## src/sv/gcr62_pkg.sv

```systemverilog
package gcr62_pkg;

    // Sector layout
    localparam int AuxLen      = 86;
    localparam int SectorBytes = 343;
    localparam int LastPos     = SectorBytes - 1;

    localparam int PosW   = $clog2(SectorBytes);
    localparam int AuxAw  = $clog2(AuxLen);
    localparam int ValW   = 6;
    localparam int ShiftW = 2;
    localparam int ErrW   = 9;

    // Last pass over the aux store uses bits [5:4]
    localparam logic [ShiftW-1:0] LastShift = ShiftW'(2);

    // Result packing
    localparam int OutDataW = 24;

    typedef logic [7:0] byte_t;

    typedef struct packed {
        logic            valid;
        logic [ValW-1:0] value;
    } code_t;

    typedef struct packed {
        logic             en;
        logic [AuxAw-1:0] addr;
        logic [ValW-1:0]  data;
    } aux_wr_t;

    typedef struct packed {
        logic             en;
        logic [AuxAw-1:0] addr;
    } aux_rd_t;

    localparam byte_t CodeWords [64] = '{
        8'h96, 8'h97, 8'h9A, 8'h9B, 8'h9D, 8'h9E, 8'h9F, 8'hA6,
        8'hA7, 8'hAB, 8'hAC, 8'hAD, 8'hAE, 8'hAF, 8'hB2, 8'hB3,
        8'hB4, 8'hB5, 8'hB6, 8'hB7, 8'hB9, 8'hBA, 8'hBB, 8'hBC,
        8'hBD, 8'hBE, 8'hBF, 8'hCB, 8'hCD, 8'hCE, 8'hCF, 8'hD3,
        8'hD6, 8'hD7, 8'hD9, 8'hDA, 8'hDB, 8'hDC, 8'hDD, 8'hDE,
        8'hDF, 8'hE5, 8'hE6, 8'hE7, 8'hE9, 8'hEA, 8'hEB, 8'hEC,
        8'hED, 8'hEE, 8'hEF, 8'hF2, 8'hF3, 8'hF4, 8'hF5, 8'hF6,
        8'hF7, 8'hF9, 8'hFA, 8'hFB, 8'hFC, 8'hFD, 8'hFE, 8'hFF
    };

    // Map a disk byte to its 6-bit value; each code word is unique
    function automatic code_t gcr62_decode(input byte_t b);
        code_t r;
        r = '0;
        for (int k = 0; k < 64; k++) begin
            if (b == CodeWords[k]) begin
                r.valid = 1'b1;
                r.value = ValW'(k);
            end
        end
        return r;
    endfunction

endpackage

```

## src/sv/gcr62_aux_ram.sv

```systemverilog
module gcr62_aux_ram (
    input  logic                         aclk,
    input  gcr62_pkg::aux_wr_t           wr,
    input  gcr62_pkg::aux_rd_t           rd,
    output logic [gcr62_pkg::ValW-1:0]   rd_data
);
    import gcr62_pkg::*;

    logic [ValW-1:0] mem [AuxLen];
    logic [ValW-1:0] rd_data_reg;

    // Write port
    always_ff @(posedge aclk) begin
        if (wr.en) begin
            mem[wr.addr] <= wr.data;
        end
    end

    // Registered read port; hold data between reads
    always_ff @(posedge aclk) begin
        if (rd.en) begin
            rd_data_reg <= mem[rd.addr];
        end
    end

    assign rd_data = rd_data_reg;

`ifndef SYNTHESIS
    a_no_same_entry: assert property (@(posedge aclk)
        wr.en && rd.en |-> wr.addr != rd.addr)
        else $error("aux store read and write hit the same entry");
    a_wr_in_range: assert property (@(posedge aclk)
        wr.en |-> int'(wr.addr) < AuxLen)
        else $error("aux store write address out of range");
    a_rd_in_range: assert property (@(posedge aclk)
        rd.en |-> int'(rd.addr) < AuxLen)
        else $error("aux store read address out of range");
`endif

endmodule

```

## src/sv/gcr62_sector_decoder.sv

```systemverilog
// GCR 6-and-2 sector data-field decoder.
// Input stream: one raw disk byte per transaction on s_tdata[7:0]; a sector
// is 343 bytes: 86 auxiliary bytes, 256 data bytes, one checksum byte.
// Output stream: one transaction per data byte (m_tdata[7:0]) and one
// status transaction after the checksum byte, marked by m_tlast, carrying
// the error count and the checksum match flag. Aux bytes give no output.
// Throughput: one byte per cycle, sustained while the receiver does not stall, with no gap between sectors.
// A data or status result is held in the read stage while its aux store
// read completes, then in the output register, which drives m_*.
// The low bits of each data byte come from a 86x6 aux RAM written during
// the aux phase and read once per data byte; its single read port and its
// registered read set the two-stage pipeline.
// Reset (aresetn low, synchronous) returns to the start of a sector and
// empties the pipeline; aux RAM contents are not cleared.
// When the receiver stalls, the output register holds its result and the
// read stage behind it takes one more data or status byte, then s_tready
// drops; aux bytes keep flowing while the read stage is empty.
module gcr62_sector_decoder (
    input  logic                              aclk,
    input  logic                              aresetn,
    input  logic                              s_tvalid,
    output logic                              s_tready,
    input  logic [7:0]                        s_tdata,  // [7:0] disk_byte
    output logic                              m_tvalid,
    input  logic                              m_tready,
    // [7:0] data_byte, [16:8] error_count, [17] checksum_ok, [23:18] zero
    output logic [gcr62_pkg::OutDataW-1:0]    m_tdata,
    output logic                              m_tlast   // sector_end
);
    import gcr62_pkg::*;

    // Sector state
    logic [PosW-1:0]   pos_reg;
    logic [ValW-1:0]   rv_reg;
    logic [ErrW-1:0]   bad_reg;
    logic [AuxAw-1:0]  idx_reg;
    logic [ShiftW-1:0] shift_reg;

    // Read stage
    logic              s1_valid_reg;
    logic              s1_status_reg;
    logic [ValW-1:0]   s1_hi_reg;
    logic [ShiftW-1:0] s1_shift_reg;
    logic [ErrW-1:0]   s1_errs_reg;
    logic              s1_ok_reg;

    // Output register
    logic              m_valid_reg;
    logic [7:0]        m_byte_reg;
    logic [ErrW-1:0]   m_errs_reg;
    logic              m_ok_reg;
    logic              m_last_reg;

    code_t             dec;
    logic [ValW-1:0]   val;
    logic [ValW-1:0]   rv_next;
    logic [ErrW-1:0]   bad_next;
    logic              is_aux;
    logic              is_status;
    logic              accept;
    logic              out_free;
    logic              s1_take;
    logic              ok;
    logic [ErrW-1:0]   errs;
    aux_wr_t           aux_wr;
    aux_rd_t           aux_rd;
    logic [ValW-1:0]   aux_data;
    logic [1:0]        low_bits;

    // Decode and un-chain the incoming byte
    always_comb begin
        dec       = gcr62_decode(s_tdata);
        val       = dec.valid ? dec.value : '0;
        rv_next   = rv_reg ^ val;
        bad_next  = bad_reg + ErrW'(!dec.valid);
        is_aux    = pos_reg < PosW'(AuxLen);
        is_status = pos_reg == PosW'(LastPos);
        ok        = val == rv_reg;
        errs      = bad_next + ErrW'(!ok);
    end

    assign out_free = !m_valid_reg || m_tready;
    assign s1_take  = !s1_valid_reg || out_free;
    assign s_tready = s1_take;
    assign accept   = s_tvalid && s1_take;

    // Aux store access: write in the aux phase, read for each data byte
    always_comb begin
        aux_wr.en   = accept && is_aux;
        aux_wr.addr = pos_reg[AuxAw-1:0];
        aux_wr.data = rv_next;
        aux_rd.en   = accept && !is_aux && !is_status;
        aux_rd.addr = idx_reg;
    end

    gcr62_aux_ram u_aux_ram (
        .aclk    (aclk),
        .wr      (aux_wr),
        .rd      (aux_rd),
        .rd_data (aux_data)
    );

    // Advance sector position and running value
    always_ff @(posedge aclk) begin
        if (!aresetn) begin
            pos_reg   <= '0;
            rv_reg    <= '0;
            bad_reg   <= '0;
            idx_reg   <= '0;
            shift_reg <= '0;
        end else if (accept) begin
            if (is_status) begin
                pos_reg   <= '0;
                rv_reg    <= '0;
                bad_reg   <= '0;
                idx_reg   <= '0;
                shift_reg <= '0;
            end else begin
                pos_reg <= pos_reg + PosW'(1);
                rv_reg  <= rv_next;
                bad_reg <= bad_next;
                if (!is_aux) begin
                    if (idx_reg == AuxAw'(AuxLen - 1)) begin
                        idx_reg   <= '0;
                        shift_reg <= shift_reg + ShiftW'(1);
                    end else begin
                        idx_reg <= idx_reg + AuxAw'(1);
                    end
                end
            end
        end
    end

    // Load the read stage while the aux RAM fetches
    always_ff @(posedge aclk) begin
        if (!aresetn) begin
            s1_valid_reg <= 1'b0;
        end else if (s1_take) begin
            s1_valid_reg <= accept && !is_aux;
        end
    end

    always_ff @(posedge aclk) begin
        if (s1_take) begin
            s1_status_reg <= is_status;
            s1_hi_reg     <= rv_next;
            s1_shift_reg  <= shift_reg;
            s1_errs_reg   <= errs;
            s1_ok_reg     <= ok;
        end
    end

    // Select the two low bits of the aux entry
    always_comb begin
        unique case (s1_shift_reg)
            2'd0:    low_bits = aux_data[1:0];
            2'd1:    low_bits = aux_data[3:2];
            default: low_bits = aux_data[5:4];
        endcase
    end

    // Output register; hold while the receiver stalls
    always_ff @(posedge aclk) begin
        if (!aresetn) begin
            m_valid_reg <= 1'b0;
        end else if (out_free) begin
            m_valid_reg <= s1_valid_reg;
        end
    end

    always_ff @(posedge aclk) begin
        if (out_free) begin
            if (s1_status_reg) begin
                m_byte_reg <= '0;
                m_errs_reg <= s1_errs_reg;
                m_ok_reg   <= s1_ok_reg;
                m_last_reg <= 1'b1;
            end else begin
                m_byte_reg <= {s1_hi_reg, low_bits};
                m_errs_reg <= '0;
                m_ok_reg   <= 1'b0;
                m_last_reg <= 1'b0;
            end
        end
    end

    assign m_tvalid = m_valid_reg;
    assign m_tlast  = m_last_reg;
    assign m_tdata  = {(OutDataW - 8 - ErrW - 1)'(0), m_ok_reg, m_errs_reg, m_byte_reg};

`ifndef SYNTHESIS
    a_pos_range: assert property (@(posedge aclk) disable iff (!aresetn)
        pos_reg <= PosW'(LastPos))
        else $error("sector position past the checksum byte");
    a_shift_range: assert property (@(posedge aclk) disable iff (!aresetn)
        shift_reg <= LastShift)
        else $error("aux shift past the last pass");
    a_stall_blocks: assert property (@(posedge aclk) disable iff (!aresetn)
        s1_valid_reg && !out_free |-> !s_tready)
        else $error("input taken while read stage is stalled");
    a_status_zero: assert property (@(posedge aclk) disable iff (!aresetn)
        m_valid_reg && m_last_reg |-> m_byte_reg == 8'd0)
        else $error("status result carries a data byte");
    a_status_wraps: assert property (@(posedge aclk) disable iff (!aresetn)
        accept && is_status |=> pos_reg == '0 && rv_reg == '0 && bad_reg == '0)
        else $error("sector state not cleared after checksum byte");
`endif

endmodule

```

## config.mk

```make
export PLATFORM = sky130hd
export DESIGN_NAME = gcr62_sector_decoder
export DESIGN_NICKNAME = d
export VERILOG_FILES = /design/src/sv/gcr62_pkg.sv /design/src/sv/gcr62_aux_ram.sv /design/src/sv/gcr62_sector_decoder.sv
export SDC_FILE = /design/constraint.sdc
export NUM_CORES = 1
export LEC_CHECK = 0
export ABC_AREA = 1
export BUFFER_PORTS_ARGS = -buffer_cell sky130_fd_sc_hd__buf_2
export CAP_MARGIN = 0
export CORE_MARGIN = 2
export CORE_UTILIZATION = 35
export DETAILED_ROUTE_END_ITERATION = 8
export MAX_ROUTING_LAYER = met4
export PLACE_DENSITY = 0.58
export SLEW_MARGIN = 20
export SYNTH_ARGS = -nofsm -noshare
export SYNTH_HDL_FRONTEND = slang
export SYNTH_SLANG_ARGS = --single-unit
```

## constraint.sdc

```tcl
create_clock -name aclk -period 8 [get_ports aclk]
set_input_delay 0.4 -clock aclk [delete_from_list [all_inputs] [get_ports aclk]]
set_output_delay 0.4 -clock aclk [all_outputs]
set_load 0.02 [all_outputs]
```

=== Word-level counts from Yosys, hierarchy flattened ===
Memory sizes are Yosys's and may differ from the RTL's. A register that Yosys moved wholly into a read port is not among the register bits.
Cells that the tools add are included.

* Register bits after elaboration: 73
* Bits in latches: 0
* RAM bits: 516
* ROM bits: 0
* Bits of input ports: 12
* Output and inout port bits: 27
* Logic and storage cells: 187
* Memories kept: 1

{| class="wikitable"
|+ Memories
! memory !! words !! bits a word !! rd ports !! clocked after memory_dff !! write ports !! RTL line !! RTL
|-
| u_aux_ram.mem || 86 || 6 || 1 || 1 || 1 || gcr62_aux_ram.sv:9 || <nowiki>logic [ValW-1:0] mem [AuxLen];</nowiki>
|}

* Add/sub/neg operators: 5
* Multipliers: 0
* Divide/modulo/power cells: 0
* $lt $le $gt $ge: 1
* Equal/unequal tests: 69
* Shifts and indexed selects: 0
* Multiplexer cells: 78
* Bitwise gates (word level): 1
* Reduce and logical (&&, ||, !) cells: 16

{| class="wikitable"
|+ Operators with widths
! operator !! number
|-
| 8-bit == test, second input constant || 64
|-
| 7-bit two-way mux || 67
|-
| 9-bit by 1-bit adder with 9-bit output || 2
|-
| 9-bit two-way mux || 2
|-
| 6-bit two-way mux || 2
|-
| 9-bit by 1-bit adder with 9-bit output, second input constant || 1
|-
| 9-bit == test, second input constant || 1
|-
| 9-bit by 7-bit < comparator with 1-bit output, second input constant || 1
|-
| 7-bit by 1-bit adder with 7-bit output, second input constant || 1
|-
| 7-bit == test, second input constant || 1
|-
| 6-bit == test || 1
|-
| 1-bit zero test || 6
|-
| 2-bit two-way mux || 3
|-
| 6-bit bitwise XOR || 1
|-
| 1-bit logical AND || 4
|-
| 2-bit one-hot mux with 2 select lines || 1
|-
| 1-bit two-way mux || 3
|-
| 3-bit AND reduction || 1
|-
| 2-bit by 1-bit adder with 2-bit output, second input constant || 1
|-
| 2-bit by 1-bit == test with 1-bit output, second input constant || 1
|-
| 2-bit zero test || 1
|-
| 1-bit logical OR || 2
|-
| 2-bit by 1-bit != test with 1-bit output, second input constant || 1
|-
| 2-bit AND reduction || 1
|-
| 2-bit nonzero test || 1
|}

=== Depth between registers and ports, before layout ===
Gate-level depths: netlist of the first run.

* Depth after elaboration: 69
* Depth in mapped cells: 31

=== By module ===
Synthesis of the first run repeated with hierarchy kept, for this count alone.

* Cells, all modules: 2345
* Area total of the unflattened synthesis: 25454.4 um^2

{| class="wikitable"
|+ By module, submodules not included
! module !! times used !! cells each !! area each (um^2) !! sequential area each (um^2)
|-
| gcr62_aux_ram || 1 || 1808 || 21360.5 || 15675.0
|-
| gcr62_sector_decoder || 1 || 537 || 4093.9 || 1841.8
|}

=== Worst setup path after synthesis of the first run ===
No wires, ideal clock.

* Path kind: input port to flip-flop
* From: input s_tdata[6]
* To: register s1_errs_reg[8] (data pin)
* Setup time: 0.262 ns
* Arrival time: 5.516 ns
* Data required time: 7.738 ns
* Path slack: 2.222 ns
* Stages: 22
* Buffers on the path: 0
* Cells stage by stage: nand2_1 inv_1 nand2_1 nor2_1 a21oi_1 inv_1 a211oi_1 nand4_1 nor3b_1 nand4_1 xor2_1 nor4_1 inv_1 nor2_4 inv_2 ha_1 nand2_1 nor4_1 nand2_1 nor2_1 nand3_1 xnor2_1

* Word-level cells in the longest chain between the ends: 69

{| class="wikitable"
|+ Ends and longest elaborated chain
! item !! RTL line !! RTL
|-
| start, declared || gcr62_sector_decoder.sv:23 || <nowiki>input logic [7:0] s_tdata,</nowiki>
|-
| 8-bit == test || gcr62_pkg.sv:54 || <nowiki>if (b == CodeWords[k]) begin</nowiki>
|-
| 7-bit two-way mux (63 in series) || gcr62_pkg.sv:54 ||
|-
| 7-bit two-way mux * || gcr62_pkg.sv:54 ||
|-
| 6-bit two-way mux * || gcr62_sector_decoder.sv:73 || <nowiki>val = dec.valid ? dec.value : '0;</nowiki>
|-
| 6-bit == test * || gcr62_sector_decoder.sv:78 || <nowiki>ok = val == rv_reg;</nowiki>
|-
| named net ok || gcr62_sector_decoder.sv:63 || <nowiki>logic ok;</nowiki>
|-
| 1-bit zero test * || gcr62_sector_decoder.sv:79 || <nowiki>errs = bad_next + ErrW'(!ok);</nowiki>
|-
| 9-bit by 1-bit adder with 9-bit output * || gcr62_sector_decoder.sv:79 ||
|-
| named net errs[8] || gcr62_sector_decoder.sv:64 || <nowiki>logic [ErrW-1:0] errs;</nowiki>
|-
| end signal, assigned || gcr62_sector_decoder.sv:148 || <nowiki>s1_errs_reg <= errs;</nowiki>
|-
| end, declared || gcr62_sector_decoder.sv:44 || <nowiki>logic [ErrW-1:0] s1_errs_reg;</nowiki>
|}

Mark *: on every way through the listed nets, which the timed path passes. The rest lies on a longest branch.
A chain may end at the register's enable or synchronous reset.

=== Worst setup path after layout of the first run ===
* From: input s_tdata[1]
* To: register s1_errs_reg[8] (data pin)

Same word-level chain as after synthesis.

==> results of run 1 <==
## cell type report
type                            instances  area, um2  area share
Clock buffer                           71       1560      0.0567
Clock inverter                         35        397      0.0144
Inverter                              106        404      0.0147
Multi-Input combinational cell       1254       6220       0.226
Sequential cell                       595      17500       0.636
Tap cell                              940       1180      0.0427
Timing Repair Buffer                   48        280      0.0102
## worst max-delay path, stage by stage
cell	delay, ns
buf_2	0.13
inv_1	0.10
nor2_1	0.08
inv_2	0.08
nor2_1	0.08
nand2_1	0.11
o21ai_1	0.12
nor2_1	0.13
nand4_1	0.11
nor4_1	0.21
o21ai_1	0.13
nor3_2	0.14
o2111ai_1	0.13
nor3_1	0.19
nand3_1	0.20
xor2_4	0.16
buf_4	0.70
nor4_1	0.09
inv_1	0.14
nor2_4	0.05
inv_2	0.08
ha_1	0.14
nand2_1	0.08
nor4_1	0.41
nand2_1	0.15
nor2_1	0.18
nand3_1	0.11
xnor2_1	0.13
## placed cells by master, fill, tap and decap left out, drive strengths merged, types with 2 or more instances in the layout
master    count
edfxtp      560
nor2        437
o21ai       275
nand2       184
o22ai       126
inv         104
clkbuf       71
buf          48
a21oi        40
dfxtp        35
nand4        31
clkinv       25
nand3        22
a22o         18
nor3         16
xor2         14
a221oi       12
bufinv        9
a211oi        8
a31oi         8
ha            8
nor4          7
a41oi         6
o221ai        6
xnor2         6
conb          6
o2111ai       4
or2           3
nor3b         3
o21a          3
clkinvlp      3
o41ai         2
a31o          2
a22oi         2
## cells by family (layout without fill, tap and decap cells)
logic type      count (synthesis)  after routing  synth area share
simple gates                  706            706             0.117
flops                         595            595             0.715
compound gates                514            514             0.121
buf+inv                       227            260            0.0359
xor+xnor                       20             20           0.00715
fa+ha+maj                       8              8           0.00408
other cells                     1              6          0.000153
## per-stage QoR
step                utilization  setup WS [ns]  std cells  total power [mW]
floorplan                     -           2.22       2076              3.74
global placement          0.367           3.20       2943              3.84
global route              0.396           3.13       3049              6.78
finish                    0.396           3.59       3049              6.59
CTS                       0.396           3.67       3049              6.64
detailed placement        0.367           3.03       2943              3.85
## Yosys cell counts, types with 4 or more instances
cell type,count
clkbuf_1,108
a41oi_1,6
nor2_1,434
dfxtp_1,35
o221ai_1,6
buf_1,5
a22o_1,18
xnor2_1,6
xor2_1,14
edfxtp_1,560
o22ai_1,126
o21ai_0,271
nor3_1,13
nand4_1,31
a31oi_1,8
inv_1,99
nand2_1,181
a211oi_1,8
inv_2,6
a21oi_1,40
ha_1,8
o2111ai_1,4
buf_4,7
a221oi_1,12
nand3_1,22
nor4_1,6
## routing by layer
layer	vias up	wire length [um]	GRT usage
li1	7481	-	-
met1	7983	25300	0.208
met2	538	29000	0.280
met3	150	2990	0.0228
met4	0	1920	0.0611
met5	-	0	-
## worst max path at each step
stage / start / end / slack [ns] / depth (start not counted)
4_1_cts: s_tdata[1] / s1_errs_reg[8] / 3.67 / 28
3_5_place_dp: s_tdata[1] / s1_errs_reg[8] / 3.03 / 28
3_3_place_gp: s_tdata[1] / s1_errs_reg[8] / 3.20 / 28
2_1_floorplan: s_tdata[6] / s1_errs_reg[8] / 2.22 / 22
5_1_grt: s_tdata[1] / s1_errs_reg[8] / 3.13 / 28
6_report: s_tdata[1] / s1_errs_reg[8] / 3.59 / 28
## power by group through the flow
stage | registers (mW) | logic, mW | clock network [mW]
after floorplan | 3.60 | 0.136 | 0
after global placement | 3.60 | 0.246 | 0
after detailed placement | 3.60 | 0.254 | 0
after CTS | 3.53 | 0.254 | 2.85
after global routing | 3.53 | 0.278 | 2.97
final | 3.53 | 0.251 | 2.81
==> flow_metrics.env, run 1 <==
export IMPL_cts_root_buf="clkbuf_16"
export IMPL_netSwitchingFraction=0.206
export IMPL_end_kind="flop"
export IMPL_initial_utilization=0.352
export IMPL_rows=97
export IMPL_finClkSkew_ns=0.0152
export IMPL_syn_to_final_growth_pct=12.4
export IMPL_htreeDepth=2
export IMPL_cts_sinks=595
export IMPL_arrival_ns=4.77
export IMPL_r2r_start="idx_reg[0]"
export IMPL_slew_violations=0
export IMPL_largest_register_ffs=516
export IMPL_grt_pass1_wl_mm=90.8
export IMPL_clkPwrFrac=0.427
export IMPL_r2r_end="u_aux_ram.rd_data[4]"
export IMPL_syn_area_per_cell_um2=11.8
export IMPL_yosys_area_top_type_share=0.686
export IMPL_viasPerCell=5.30
export IMPL_ctsHoldBuffers=0
export IMPL_globalRouteOverflowTotal=0
export IMPL_synth_area_leader_cell="edfxtp_1"
export IMPL_grt_usage=0.167
export IMPL_top_register="u_aux_ram.mem"
export IMPL_fin_crit_ns=4.41
export IMPL_path_clk_slew_ns=0.06
export IMPL_gp_congestion=0.950
export IMPL_ys_ff_latch=595
export IMPL_fin_setup_tns_ns=0
export IMPL_yosysSeqAreaShare=0.715
export IMPL_rrSetupSlack_ns=3.77
export IMPL_final_cell_area_um2=27600
export IMPL_max_freq_ghz=0.227
export IMPL_p_leak_nw=9.30
export IMPL_clock_path_buffers=3
export IMPL_worstHoldPathCells=2
export IMPL_p_int_mw=5.23
export IMPL_ys_top_cells_by_area="edfxtp_1, nor2_1, o21ai_0"
export IMPL_required_ns=8.36
export IMPL_synth_yosys_warnings=0
export IMPL_dieArea_um2=72200
export IMPL_synthArstFlopShare=0
export IMPL_status="finished clean"
export IMPL_criticalPathCategory="primary input to flop"
export IMPL_cp_start_kind="primary input"
export IMPL_fin_worst_hold_slack_ns=0.0896
export IMPL_initialDrtViolationCount=1555
export IMPL_hp_class="primary input to flop"
export IMPL_max_slew_worst_pin_slew_ns=1.11
export IMPL_finalSetupViolCount=0
export IMPL_drc=0
export IMPL_die_height_um=269
export IMPL_antenna_found_initial=0
export IMPL_synthFlopType="edfxtp_1"
export IMPL_syn_cell_area_um2=24500
export IMPL_cts_inserted_buffers=58
export IMPL_post_route_period_util=0.552
export IMPL_final_layout_size_suffix_gt1_frac=0.0782
export IMPL_first_pass_iters=5
export IMPL_fillers=6561
export IMPL_tritoncts="yes"
export IMPL_insertion_delay_ns=0.62
export IMPL_rsz0062_at_grt="false"
export IMPL_finalNetCount=2083
export IMPL_drv_cap=0
export IMPL_hp_start="aresetn"
export IMPL_combinationalPowerShare=0.038
export IMPL_netSwitchingPower_mw=1.36
export IMPL_drt_total_wl_mm=59.1
export IMPL_place_area_um2=25600
export IMPL_synthesis_instances=2071
export IMPL_crit_fanout=89
export IMPL_seq_power_share=0.535
export IMPL_ant_nets=0
export IMPL_vias=16152
export IMPL_synth_edf_count=560
export IMPL_slew_headroom=0.257
export IMPL_cts_resized=0
export IMPL_hold_violations=0
export IMPL_r2r_cells=8
export IMPL_die_w_um=269
export IMPL_grt_max_degree=148
export IMPL_hold_end="shift_reg[1]"
export IMPL_powerDensity_nw_per_um2=239
export IMPL_port_buffers=32
export IMPL_synth_cell_types=47
export IMPL_diodes=0
export IMPL_post_cts_buffers=0
export IMPL_core_um2=69700
export IMPL_detail_route_wl_per_cell_um=19.4
export IMPL_ir_drop_mv=0.167
export IMPL_dp_hpwl_mm=34.4
export IMPL_grt_pass1_vias=15781
export IMPL_io_pins=39
Note: power is estimated with default switching activity, not from simulation.
==> inputs of run 2 (changes only) <==
--- a/config.mk
+++ b/config.mk
@@ -5,14 +5,14 @@
 export SDC_FILE = /design/constraint.sdc
 export NUM_CORES = 1
 export LEC_CHECK = 0
-export ABC_AREA = 1
+export ABC_AREA = 0
 export BUFFER_PORTS_ARGS = -buffer_cell sky130_fd_sc_hd__buf_2
 export CAP_MARGIN = 0
 export CORE_MARGIN = 2
 export CORE_UTILIZATION = 35
 export DETAILED_ROUTE_END_ITERATION = 8
 export MAX_ROUTING_LAYER = met4
-export PLACE_DENSITY = 0.58
+export PLACE_DENSITY = 0.6
 export SLEW_MARGIN = 20
 export SYNTH_ARGS = -nofsm -noshare
 export SYNTH_HDL_FRONTEND = slang
==> constraint.sdc (replaced) <==
create_clock -name aclk -period 3.6 [get_ports aclk]
set_input_delay 0.18 -clock aclk [delete_from_list [all_inputs] [get_ports aclk]]
set_output_delay 0.18 -clock aclk [all_outputs]
set_load 0.02 [all_outputs]
==> flow_metrics.env, run 2 <==
export IMPL_status="finished clean"
export IMPL_insertion_delay_ns=0.63
export IMPL_globalRouteOverflowTotal=0
export IMPL_powerDensity_nw_per_um2=514
export IMPL_clock_path_buffers=3
export IMPL_drv_cap=0
export IMPL_critPathMaxStageDelay_ns=0.74
export IMPL_final_cell_area_um2=28300
export IMPL_synth_area_leader_cell="edfxtp_1"
export IMPL_fillers=6173
export IMPL_required_ns=3.86
export IMPL_slew_headroom=0.336
export IMPL_grt_pass1_wl_mm=82.3
export IMPL_synthArstFlopShare=0
export IMPL_ys_top_cells_by_area="edfxtp_1, mux4_2, dfxtp_1"
export IMPL_die_w_um=269
export IMPL_gp_congestion=0.843
export IMPL_detail_route_wl_per_cell_um=21.8
export IMPL_grt_usage=0.156
export IMPL_syn_to_final_growth_pct=15.0
export IMPL_rrSetupSlack_ns=0.32
export IMPL_initialDrtViolationCount=1024
export IMPL_tritoncts="yes"
export IMPL_vias=12698
export IMPL_finalSetupViolCount=0
export IMPL_syn_area_per_cell_um2=17.7
export IMPL_final_layout_size_suffix_gt1_frac=0.247
export IMPL_crit_fanout=11
export IMPL_crit_chain="a21o_1, a21o_1, a211o_1, nor3_1, nand2_1, nor2_1"
export IMPL_finalNetCount=1491
export IMPL_hp_class="primary input to flop"
export IMPL_synth_edf_count=560
export IMPL_hold_violations=0
export IMPL_path_clk_slew_ns=0.06
export IMPL_grt_pass1_vias=13153
export IMPL_arrival_ns=3.53
export IMPL_initial_utilization=0.352
export IMPL_slew_violations=0
export IMPL_criticalPathCategory="flop to flop"
export IMPL_post_route_period_util=0.910
export IMPL_routed_wl_met2_mm=25.6
export IMPL_largest_register_ffs=516
export IMPL_drt_total_wl_mm=53.6
export IMPL_ctsHoldBuffers=1
export IMPL_core_um2=69800
export IMPL_first_pass_iters=8
export IMPL_top_register="u_aux_ram.mem"
export IMPL_yosysSeqAreaShare=0.713
export IMPL_rows=97
export IMPL_grt_max_degree=89
export IMPL_synthTopCellsByCount="edfxtp_1, mux4_2, nor2_1"
export IMPL_synth_most_common_cell="edfxtp_1"
export IMPL_die_height_um=269
export IMPL_finClkSkew_ns=0.0199
export IMPL_viasPerCell=5.16
export IMPL_met3_length_mm=2.66
export IMPL_htreeDepth=2
export IMPL_crit_path_top_delay_cell="nor2_1"
export IMPL_max_freq_ghz=0.305
export IMPL_synth_yosys_warnings=0
export IMPL_ant_nets=0
export IMPL_fin_util=0.405
export IMPL_dr_max_layer_used="met4"
export IMPL_crit_path_frequent_cell="a21o_1"
export IMPL_diodes=0
export IMPL_ir_drop_mv=0.352
export IMPL_rsz0062_at_grt="false"
export IMPL_synthFlopType="edfxtp_1"
export IMPL_place_area_um2=26300
export IMPL_synth_cell_types=66
export IMPL_dieArea_um2=72400
export IMPL_io_pins=39
export IMPL_dpl_cell_count=2348
export IMPL_syn_cell_area_um2=24600
export IMPL_antenna_found_initial=0
export IMPL_fin_setup_tns_ns=0
export IMPL_p_leak_nw=8.94
export IMPL_post_cts_buffers=0
export IMPL_cts_inserted_buffers=60
export IMPL_max_slew_worst_pin_slew_ns=0.995
export IMPL_fin_worst_hold_slack_ns=0.0257
export IMPL_final_cells=2462
export IMPL_fin_crit_ns=3.28
export IMPL_layout_common_cells="edfxtp_1, mux4_2, nor2_1"
export IMPL_yosys_area_top_type_share=0.684
export IMPL_ys_ff_latch=595
export IMPL_cp_start_kind="flop"
export IMPL_drc=0
export IMPL_cts_root_buf="clkbuf_16"
export IMPL_port_buffers=32
export IMPL_dp_hpwl_mm=33.3
export IMPL_synthesis_instances=1386
export IMPL_final_common_cell="edfxtp_1"
export IMPL_cts_sinks=595
export IMPL_end_kind="flop"
export IMPL_wl_met1_mm=24.2
export IMPL_cts_resized=0
==> run 2: final timing paths <==
| check | startpoint | endpoint | cells past startpoint |
|---|---|---|---|
| setup / recovery | pos_reg[3] | u_aux_ram.mem[0][2] | 6 |
| hold / removal | aresetn | m_tvalid | 2 |
| setup reg to reg | pos_reg[3] | u_aux_ram.mem[0][2] | 6 |
| hold reg to reg | shift_reg[1] | s1_shift_reg[1] | 0 |
==> run 2: where the power goes <==
part / total, mW / leakage, nW / internal (mW) / switching, mW
clock: 6.06 / 0.937 / 3.49 / 2.57
sequential: 7.83 / 5.56 / 7.81 / 0.0217
combinational: 0.649 / 2.44 / 0.165 / 0.484
total: 14.5 / 8.94 / 11.5 / 3.07
==> run 2: cell type report <==
cell class / instances / area [um2] / share of cell area
Sequential cell: 595 / 17500 / 0.620
Multi-Input combinational cell: 692 / 6730 / 0.238
Clock buffer: 84 / 1650 / 0.0585
Tap cell: 940 / 1180 / 0.0416
Timing Repair Buffer: 112 / 863 / 0.0305
Clock inverter: 29 / 272 / 0.00961
Inverter: 10 / 37.5 / 0.00133
==> run 2: worst max-delay path, delay by kind of cell, from the launching register on <==
family / cells / cell delay, ns
simple gates: 3 / 1.76
flops: 1 / 0.42
compound gates: 3 / 0.71
==> run 2: cells by family (layout without fill, tap and decap cells) <==
group                      count (synthesis)  count (layout)  synth area share
AOI/OAI and AO/OA                        135             135            0.0358
xor gates and xnor gates                  29              29            0.0103
adders and majority gates                  9               9           0.00448
buffers and inverters                    104             235            0.0183
DFF                                      595             595             0.713
muxes                                    177             177             0.152
other                                      1               6          0.000153
and+or+nand+nor                          336             336            0.0668
==> run 2: layer usage <==
layer	track usage	up-vias
li1	-	5698
met5	-	-
met2	0.245	310
met4	0.0425	0
met1	0.212	6606
met3	0.0248	84
==> run 2: stage by stage <==
step / worst slack (ns) / total power [mW]
floorplan: -0.222 / 8.33
global placement: 0.0421 / 8.61
detailed placement: 0.0717 / 8.63
CTS: 0.301 / 14.7
global route: 0.191 / 15.0
finish: 0.324 / 14.5
